### config.mk
export PLATFORM = sky130hd
export DESIGN_NAME = tcw_front
export DESIGN_NICKNAME = d
export VERILOG_FILES = /design/src/hdl/tcw_pkg.sv /design/src/hdl/tcw_front.sv
export SDC_FILE = /design/constraint.sdc
export NUM_CORES = 1
export LEC_CHECK = 0
export ABC_AREA = 1
export BUFFER_PORTS_ARGS = -buffer_cell sky130_fd_sc_hd__clkbuf_2
export CAP_MARGIN = 10
export CORE_AREA = 2 2 39 41
export DETAILED_ROUTE_END_ITERATION = 16
export DIE_AREA = 0 0 41 43
export PLACE_DENSITY = 0.68
export SETUP_SLACK_MARGIN = 0.1
export SLEW_MARGIN = 0
export SYNTH_ARGS = -nofsm -noshare
export SYNTH_HDL_FRONTEND = slang
export SYNTH_SLANG_ARGS = --single-unit
### constraint.sdc
create_clock -name vclk -period 0.8
set_clock_uncertainty 0.05 [all_clocks]
set_input_delay 0.12 -clock vclk [all_inputs]
set_output_delay 0.12 -clock vclk [all_outputs]
set_load 0.02 [all_outputs]
### src/hdl/tcw_pkg.sv
// Shared types and constants of the text console writer.
`default_nettype none

package tcw_pkg;

  // Screen geometry
  localparam int unsigned COLUMNS = 80;
  localparam int unsigned ROWS    = 25;
  localparam int unsigned CELLS   = COLUMNS * ROWS;

  localparam int unsigned ADDR_W = $clog2(CELLS);
  localparam int unsigned CNT_W  = $clog2(CELLS + 1);
  localparam int unsigned COL_W  = $clog2(COLUMNS);
  localparam int unsigned CUR_W  = 11;
  localparam int unsigned SUM_W  = CUR_W + 1;
  localparam int unsigned CELL_W = 16;

  // Job queue between front and back; depth is a power of two
  localparam int unsigned QUEUE_DEPTH = 2;
  localparam int unsigned QPTR_W      = $clog2(QUEUE_DEPTH);
  localparam int unsigned QCNT_W      = $clog2(QUEUE_DEPTH + 1);

  localparam logic [7:0] CHAR_SPACE   = 8'h20;
  localparam logic [7:0] CHAR_NEWLINE = 8'h0A;
  localparam logic [7:0] RESET_ATTR   = 8'h07;

  // Input command codes
  localparam logic [1:0] CMD_PUT       = 2'd0;
  localparam logic [1:0] CMD_BACKSPACE = 2'd1;
  localparam logic [1:0] CMD_CLEAR     = 2'd2;
  localparam logic [1:0] CMD_READ      = 2'd3;

  // Configuration register indexes
  localparam int unsigned CFG_IDX_W = 2;
  localparam logic [CFG_IDX_W-1:0] REG_TEXT_ATTR  = 2'd0;
  localparam logic [CFG_IDX_W-1:0] REG_CLEAR_ATTR = 2'd1;

  typedef enum logic [2:0] {
    OP_PUT,
    OP_NEWLINE,
    OP_BACKSPACE,
    OP_CLEAR,
    OP_READ,
    OP_READ_NONE
  } tcw_op_e;

  typedef struct packed {
    logic [1:0]       command;
    logic [7:0]       character;
    logic [CUR_W-1:0] cell_index;
  } tcw_in_t;

  typedef struct packed {
    logic [CUR_W-1:0] cursor;
    logic [7:0]       read_character;
    logic [7:0]       read_attribute;
  } tcw_out_t;

  typedef struct packed {
    tcw_op_e           op;
    logic [7:0]        character;
    logic [ADDR_W-1:0] cell_index;
  } tcw_job_t;

  typedef struct packed {
    logic [7:0] text_attr;
    logic [7:0] clear_attr;
  } tcw_cfg_t;

endpackage

`default_nettype wire

### src/hdl/tcw_front.sv
// Front end: accepts input items and classifies them into jobs.
`default_nettype none

module tcw_front (
  input  wire logic              in_valid_i,
  output logic                   in_ready_o,
  input  wire tcw_pkg::tcw_in_t  in_data_i,
  input  wire logic              run_i,
  input  wire logic              q_ready_i,
  output logic                   push_o,
  output tcw_pkg::tcw_job_t      job_o
);
  import tcw_pkg::*;

  assign in_ready_o = run_i && q_ready_i;
  assign push_o     = in_valid_i && in_ready_o;

  always_comb begin
    job_o.character  = in_data_i.character;
    job_o.cell_index = in_data_i.cell_index[ADDR_W-1:0];
    unique case (in_data_i.command)
      CMD_PUT: begin
        job_o.op = (in_data_i.character == CHAR_NEWLINE) ? OP_NEWLINE : OP_PUT;
      end
      CMD_BACKSPACE: job_o.op = OP_BACKSPACE;
      CMD_CLEAR:     job_o.op = OP_CLEAR;
      default: begin
        // out-of-range reads answer zeros without touching memory
        job_o.op = (in_data_i.cell_index < CUR_W'(CELLS)) ? OP_READ : OP_READ_NONE;
      end
    endcase
  end

endmodule

`default_nettype wire

==> flow_metrics.env <==
export IMPL_status="finished, violations left"
export IMPL_violations="setup timing"
export IMPL_clkPwrFrac=0
export IMPL_num_vias=330
export IMPL_worstPathMaxFanout=3
export IMPL_ys_warn_count=0
export IMPL_crit_path_top_delay_cell="clkbuf_16"
export IMPL_holdWs_ns=0.190
export IMPL_regArea_um2=0
export IMPL_hold_buffers=0
export IMPL_post_route_util=0.357
export IMPL_gp_congestion=0.641
export IMPL_p_sw_frac=0.524
export IMPL_yosysTopAreaCell="buf_4"
export IMPL_syn_area_um2=289
export IMPL_nClkBuffers=0
export IMPL_drc=0
export IMPL_track_usage=0.0679
export IMPL_drt_iter0_markers=0
export IMPL_grt_pass1_wl_um=890
export IMPL_critPathCaptureType="output port"
export IMPL_worstPathCellList="clkbuf_16 -> inv_12 -> ha_4 -> nand2_1 -> nor2_1 -> nand3_2 -> a21oi_4 -> buf_8"
export IMPL_internal_power_mw=0.144
export IMPL_ant_nets=0
export IMPL_maxSlewViolCount=0
export IMPL_p_sw_mw=0.158
export IMPL_nFlopsAndLatches=0
export IMPL_hp_start="in_data_i[3]"
export IMPL_syn_to_final_growth_pct=71.0
export IMPL_synthCells=50
export IMPL_fp_coreArea_um2=1380
export IMPL_routed_wl_um=704
export IMPL_timing_final_ws_setup_ns=-0.293
export IMPL_path_delay_family="buffers and inverters"
export IMPL_crit_buf_inv=3
export IMPL_setup_viol=1
export IMPL_routedWlPerCell_um=8.09
export IMPL_hold_end="job_o[3]"
export IMPL_fmax_ghz=0.915
export IMPL_pre_cts_ws_ns=-0.443
export IMPL_rows=14
export IMPL_synth_top_area_frac=0.494
export IMPL_post_synth_top_count_cell="buf_4"
export IMPL_finalCritPeriodShare=1.37
export IMPL_final_area_um2=494
export IMPL_gr_total_overflow=0
export IMPL_startpoint_type="input port"
export IMPL_fillers=158
export IMPL_cellPowerDensity_nw_per_um2=611
export IMPL_grt_max_degree=4
export IMPL_synth_area_leaders="buf_4, inv_1, ha_1"
export IMPL_grt_pass1_vias=238
export IMPL_first_pass_iters=1
export IMPL_finalCriticalPeriod_ns=1.09
export IMPL_hold_path_class="in2out"
export IMPL_placed_area_um2=413
export IMPL_irDropWorstVdd_uv=186
export IMPL_relSlewSlack=0.838
export IMPL_drive_above_1_share=0.676
export IMPL_synthTopCellsByCount="buf_4, inv_1, nor2_1"
export IMPL_syn_num_nets=77
export IMPL_synth_avg_cell_area_um2=5.78
export IMPL_crit_required_ns=0.63
export IMPL_rsz0062_at_grt="true"
export IMPL_combPwrFrac=1.000
export IMPL_die_w_um=41
export IMPL_dieArea_um2=1760
export IMPL_arrival_ns=0.92
export IMPL_diodes=0
export IMPL_ys_types=7
export IMPL_ys_seq_area_frac=0
export IMPL_whs_path_depth=0
export IMPL_worst_slew_pin_slew_ns=0.243
export IMPL_die_h_um=43
export IMPL_nNetsFinal=100
export IMPL_crit_type="in2out"
export IMPL_finalHoldViolCount=0
export IMPL_antenna_found_initial=0
export IMPL_drv_cap=0
export IMPL_num_io_pins=48
export IMPL_max_stage_delay_ns=0.14
export IMPL_pwr_share_seq=0
export IMPL_port_buffers=40
export IMPL_hpwl_um=614
export IMPL_viasPerCell=3.79
export IMPL_power_leakage_nw=0.309
export IMPL_start_util=0.209
[stage by stage]
stage                     instances  TNS [ns]  power, mW
after global placement           87    -0.603      0.247
after floorplan                  50   -0.0796      0.221
after CTS                        87    -0.321      0.295
final                            87    -0.293      0.302
after global routing             87    -0.356      0.329
after detailed placement         87    -0.659      0.250
[worst max-delay path by stage]
stage                   from        end  slack [ns]  cells after the start
6_report       in_data_i[20]  job_o[19]       -0.29                      8
5_1_grt        in_data_i[20]  job_o[19]       -0.35                      8
4_1_cts        in_data_i[20]  job_o[19]       -0.31                      8
3_5_place_dp   in_data_i[20]  job_o[19]       -0.44                      8
3_3_place_gp   in_data_i[20]  job_o[19]       -0.41                      8
2_1_floorplan  in_data_i[20]  job_o[19]       -0.08                      6
[layout make-up]
cell class / instances / area (µm²) / area share
inverters: 11 / 61.3 / 0.124
multi-input cells: 20 / 141 / 0.286
well taps: 16 / 20.0 / 0.0405
repair buffers: 40 / 272 / 0.549
[repair_timing]
item	4_1_cts	5_1_grt
pin swaps	2	1
setup endpoints to repair	4	4
buffers inserted	0	0
gates resized for setup	15	4
[routing by layer]
layer | track usage | wire length (µm) | up-vias
met5 | 0 | 0 | -
met4 | 0 | 0 | 0
met3 | 0.00524 | 97 | 0
met2 | 0.150 | 399 | 25
met1 | 0.0601 | 208 | 137
li1 | - | - | 168
[cells by family after synthesis]
group / after synthesis / share of synthesized area
buffers and inverters: 30 / 0.636
and+or+nand+nor: 15 / 0.199
adders and majority gates: 3 / 0.130
AOI/OAI and AO/OA: 2 / 0.0346
[power groups by stage]
stage                     registers (mW)  clock network, mW  logic (mW)
after floorplan                        0                  0       0.221
after global placement                 0                  0       0.247
after detailed placement               0                  0       0.250
after CTS                              0                  0       0.295
after global routing                   0                  0       0.329
final                                  0                  0       0.302
[cell usage in the layout (no fill, tap or decap), drive strengths merged]
cell / n
clkbuf: 37
inv: 11
a21oi: 2
nand3: 1
ha: 3
nand2: 6
nor2: 8
buf: 3
Power figures use the tool's default switching activity.
