$ cat src/hdl/tcw_pkg.sv
// Shared types and constants of the text console writer.
`default_nettype none

package tcw_pkg;

  // Screen geometry
  localparam int unsigned COLUMNS = 80;
  localparam int unsigned ROWS    = 25;
  localparam int unsigned CELLS   = COLUMNS * ROWS;

  localparam int unsigned ADDR_W = $clog2(CELLS);
  localparam int unsigned CNT_W  = $clog2(CELLS + 1);
  localparam int unsigned COL_W  = $clog2(COLUMNS);
  localparam int unsigned CUR_W  = 11;
  localparam int unsigned SUM_W  = CUR_W + 1;
  localparam int unsigned CELL_W = 16;

  // Job queue between front and back; depth is a power of two
  localparam int unsigned QUEUE_DEPTH = 2;
  localparam int unsigned QPTR_W      = $clog2(QUEUE_DEPTH);
  localparam int unsigned QCNT_W      = $clog2(QUEUE_DEPTH + 1);

  localparam logic [7:0] CHAR_SPACE   = 8'h20;
  localparam logic [7:0] CHAR_NEWLINE = 8'h0A;
  localparam logic [7:0] RESET_ATTR   = 8'h07;

  // Input command codes
  localparam logic [1:0] CMD_PUT       = 2'd0;
  localparam logic [1:0] CMD_BACKSPACE = 2'd1;
  localparam logic [1:0] CMD_CLEAR     = 2'd2;
  localparam logic [1:0] CMD_READ      = 2'd3;

  // Configuration register indexes
  localparam int unsigned CFG_IDX_W = 2;
  localparam logic [CFG_IDX_W-1:0] REG_TEXT_ATTR  = 2'd0;
  localparam logic [CFG_IDX_W-1:0] REG_CLEAR_ATTR = 2'd1;

  typedef enum logic [2:0] {
    OP_PUT,
    OP_NEWLINE,
    OP_BACKSPACE,
    OP_CLEAR,
    OP_READ,
    OP_READ_NONE
  } tcw_op_e;

  typedef struct packed {
    logic [1:0]       command;
    logic [7:0]       character;
    logic [CUR_W-1:0] cell_index;
  } tcw_in_t;

  typedef struct packed {
    logic [CUR_W-1:0] cursor;
    logic [7:0]       read_character;
    logic [7:0]       read_attribute;
  } tcw_out_t;

  typedef struct packed {
    tcw_op_e           op;
    logic [7:0]        character;
    logic [ADDR_W-1:0] cell_index;
  } tcw_job_t;

  typedef struct packed {
    logic [7:0] text_attr;
    logic [7:0] clear_attr;
  } tcw_cfg_t;

endpackage

`default_nettype wire

$ cat src/hdl/tcw_fifo.sv
// Short job queue between the front end and the back end.
`default_nettype none

module tcw_fifo (
  input  wire logic               clk_i,
  input  wire logic               rst_ni,
  input  wire logic               push_i,
  input  wire tcw_pkg::tcw_job_t  data_i,
  output logic                    ready_o,
  output logic                    valid_o,
  output tcw_pkg::tcw_job_t       data_o,
  input  wire logic               pop_i
);
  import tcw_pkg::*;

  tcw_job_t              slot_q [QUEUE_DEPTH];
  logic [QPTR_W-1:0]     wr_ptr_q, rd_ptr_q;
  logic [QCNT_W-1:0]     count_q;

  assign ready_o = (count_q != QCNT_W'(QUEUE_DEPTH));
  assign valid_o = (count_q != '0);
  assign data_o  = slot_q[rd_ptr_q];

  always_ff @(posedge clk_i) begin
    if (push_i) begin
      slot_q[wr_ptr_q] <= data_i;
    end
  end

  always_ff @(posedge clk_i or negedge rst_ni) begin
    if (!rst_ni) begin
      wr_ptr_q <= '0;
      rd_ptr_q <= '0;
      count_q  <= '0;
    end else begin
      if (push_i) wr_ptr_q <= wr_ptr_q + QPTR_W'(1);
      if (pop_i)  rd_ptr_q <= rd_ptr_q + QPTR_W'(1);
      if (push_i && !pop_i)      count_q <= count_q + QCNT_W'(1);
      else if (pop_i && !push_i) count_q <= count_q - QCNT_W'(1);
    end
  end

  push_when_ready: assert property (@(posedge clk_i) disable iff (!rst_ni)
    push_i |-> ready_o)
    else $error("push into full job queue");

  pop_when_valid: assert property (@(posedge clk_i) disable iff (!rst_ni)
    pop_i |-> valid_o)
    else $error("pop from empty job queue");

  count_bound: assert property (@(posedge clk_i) disable iff (!rst_ni)
    count_q <= QCNT_W'(QUEUE_DEPTH))
    else $error("job queue count overflow");

endmodule

`default_nettype wire

$ cat config.mk
export PLATFORM = sky130hd
export DESIGN_NAME = tcw_fifo
export DESIGN_NICKNAME = d
export VERILOG_FILES = /design/src/hdl/tcw_pkg.sv /design/src/hdl/tcw_fifo.sv
export SDC_FILE = /design/constraint.sdc
export NUM_CORES = 1
export LEC_CHECK = 0
export BUFFER_PORTS_ARGS = -buffer_cell sky130_fd_sc_hd__buf_2
export CORE_UTILIZATION = 54
export DETAILED_ROUTE_END_ITERATION = 6
export GPL_TIMING_DRIVEN = 0
export PLACE_DENSITY = 0.88
export SYNTH_ARGS = -nofsm -noshare
export SYNTH_HDL_FRONTEND = slang
export SYNTH_SLANG_ARGS = --single-unit
$ cat constraint.sdc
create_clock -name clk_i -period 3.4 [get_ports clk_i]
set_input_delay 0.51 -clock clk_i [delete_from_list [all_inputs] [get_ports clk_i]]
set_output_delay 0.51 -clock clk_i [all_outputs]
set_load 0.02 [all_outputs]
==> flow_summary.yaml <==
route:
  ant_nets: 0
  wl_mm: 2.63
  drtIter0Drc: 22
  wire_per_inst_um: 14.1
  routed_via_density: 4.91
  vias: 914
  firstDrtPassIters: 4
  drc_errors: 0
clocking:
  cts_buffers: 5
  insertion_delay_ns: 0.35
  cts_resized: 0
  cts_tree: "yes"
  cts.sinks: 48
  cts-root-buf: "clkbuf_4"
  cts.htree.levels: 2
  cts_setup_buffers: 0
  clk_path_buf_depth: 2
  path_clk_slew_ns: 0.12
  cts_hold_buf: 1
worst_setup_path:
  endpoint_kind: "output pin"
  path_max_fanout: 10
  crit_chain: "buf_6 > mux2_2 > buf_2"
  cpLargestDelayFamily: "flip-flops"
  cp.buffers_inverters: 2
  slowest_delay_ns: 0.48
  worstPathArrival_ns: 1.53
  crit_type: "reg2out"
  cp_slowest_cell: "dfrtp_1"
  cp.required_ns: 2.89
  startpoint_type: "flop"
synth:
  yosysUniqueCellTypes: 13
  synthesis.nets: 111
  synth_seq_cells: 48
  synth_largest_area_cell: "edfxtp_1"
  async_reset_ff_share_pct: 8.33
  synth_edf_count: 44
  syn_area_um2: 1780
  ys_seq_area_share_pct: 79.8
  synth_most_common_cell: "edfxtp_1"
  syn_inst: 84
  netlist_top_cells_area: "edfxtp_1 (74%), mux2_2 (14%), dfrtp_1 (5.6%)"
  synth_ff_type: "edfxtp_1"
  yosys_warnings: 0
  postSynthAreaPerCell_um2: 21.2
  yosys-top-cells-count: "edfxtp_1 (44), mux2_2 (22), dfrtp_1 (4), xor2_1 (4), buf_6 (2)"
  yosys.area.top_type_share_pct: 74.2
power_and_ir_drop:
  irDropWorstVdd_mv: 0.559
  p_leak_uw: 0.000858
  p_total_uw: 1840
  p_per_area_nw_per_um2: 836
final_layout:
  antenna_cells: 0
  area_growth_pct: 23.9
  drive_gt1_share_pct: 58.5
  final_nets: 169
  final-instance-count-excl-fill: 186
floorplan:
  io_pins: 50
  core_um2: 3100
  initial_core_util_pct: 57.4
  rows: 20
  die_w_um: 59.4
  die_y_um: 59.4
  dieArea_um2: 3530
placed_design:
  port_buffers: 49
  place_hpwl_mm: 1.79
  dp_cells: 178
  gp_congestion: 0.635
timing:
  rsz0062_at_grt: "false"
  finalSetupViolations: 0
  setup-tns-final_ns: 0
  holdWs_ns: 0.335
  slew_violations: 0
  fin_crit_ns: 2.04
  worst_pin_slew_ns: 1.03
  min_period_over_period_pct: 59.9
  max_freq_mhz: 491
  relSlewSlack_pct: 31.2
  timing_hold_violations_final: 0
  fin_skew_ns: 0.00284
global_routing:
  top_usage_layer: "met2"
  met2_usage_pct: 29.7
  use_met3_pct: 5.24
  grt_pass1_vias: 914
  grt_util_all_layers_pct: 16.2
  grt_max_degree: 23
  grt_pass1_wl_mm: 3.83
  antenna_found_initial: 0
  grt.met1_usage_pct: 15.3
  overflow: 0
worst_hold_path:
  min_path_type: "in2reg"
run:
  cap_violations: 0
run_status:
  status: "completed"
through the flow:
stage	utilization (%)	setup WS, ns	cell area [µm²]
detailed placement	67.6	1.52	2100
CTS	71.1	1.32	2210
finish	71.1	1.36	2210
global placement	67.1	0.908	2080
global route	71.1	1.28	2210
floorplan	-	1.47	1780
flip-flops by register name, summed over array words and instances (netlist names):
register,cells
slot_q,44
wr_ptr_q,1
rd_ptr_q,1
count_q,2
where the power goes:
group	internal (µW)	leakage, µW	switching [µW]
clock network	225	0.0000513	161
registers	789	0.000460	51.0
logic	267	0.000347	350
kinds of logic (layout without fill, tap and decap cells):
| kind of cell | after synthesis | after routing | synth area share, % |
|---|---|---|---|
| flip-flops | 48 | 48 | 79.8 |
| multiplexers | 22 | 22 | 13.9 |
| XOR/XNOR | 5 | 5 | 2.46 |
| AND/OR/NAND/NOR | 5 | 5 | 1.62 |
| buffers and inverters | 3 | 61 | 1.48 |
| adder cells (fa/ha/maj) | 1 | 1 | 0.703 |
metal layers:
layer	up-vias	share of wire (%)
li1	434	-
met1	437	38
met2	37	53
met3	6	6.9
met4	0	2.1
met5	-	0
placed cells by master (no fill, tap or decap), drive strengths merged:
cell	instances
nor2	1
clkbuf	5
xnor2	1
buf	52
ha	1
mux2	22
nand2b	1
inv	1
dfrtp	4
dlygate4sd3	1
nor2b	1
or2	1
xor2	4
edfxtp	44
and2	1
bufinv	2
layout make-up:
type / instances / area [µm²]
Buffer: 2 / 22.5
Clock buffer: 5 / 37.5
Clock inverter: 2 / 60.1
Fill cell: 233 / 897
Inverter: 1 / 3.75
Multi-Input combinational cell: 33 / 335
Sequential cell: 48 / 1420
Tap cell: 44 / 55.1
Timing Repair Buffer: 51 / 270
worst paths after layout:
kind	startpoint	to	slack [ns]	cells past startpoint
max	rd_ptr_q$_DFFE_PN0P_	data_o[3]	1.36	3
min	data_i[17]	slot_q[0][17]$_DFFE_PP_	0.33	1
max reg2reg	wr_ptr_q$_DFFE_PN0P_	slot_q[1][8]$_DFFE_PP_	1.78	1
min reg2reg	count_q[1]$_DFFE_PN0P_	count_q[1]$_DFFE_PN0P_	0.51	1
max in group asynchronous	rst_ni	count_q[0]$_DFFE_PN0P_	2.81	2
min in group asynchronous	rst_ni	wr_ptr_q$_DFFE_PN0P_	0.47	2
(Power assumes the default switching activity.)
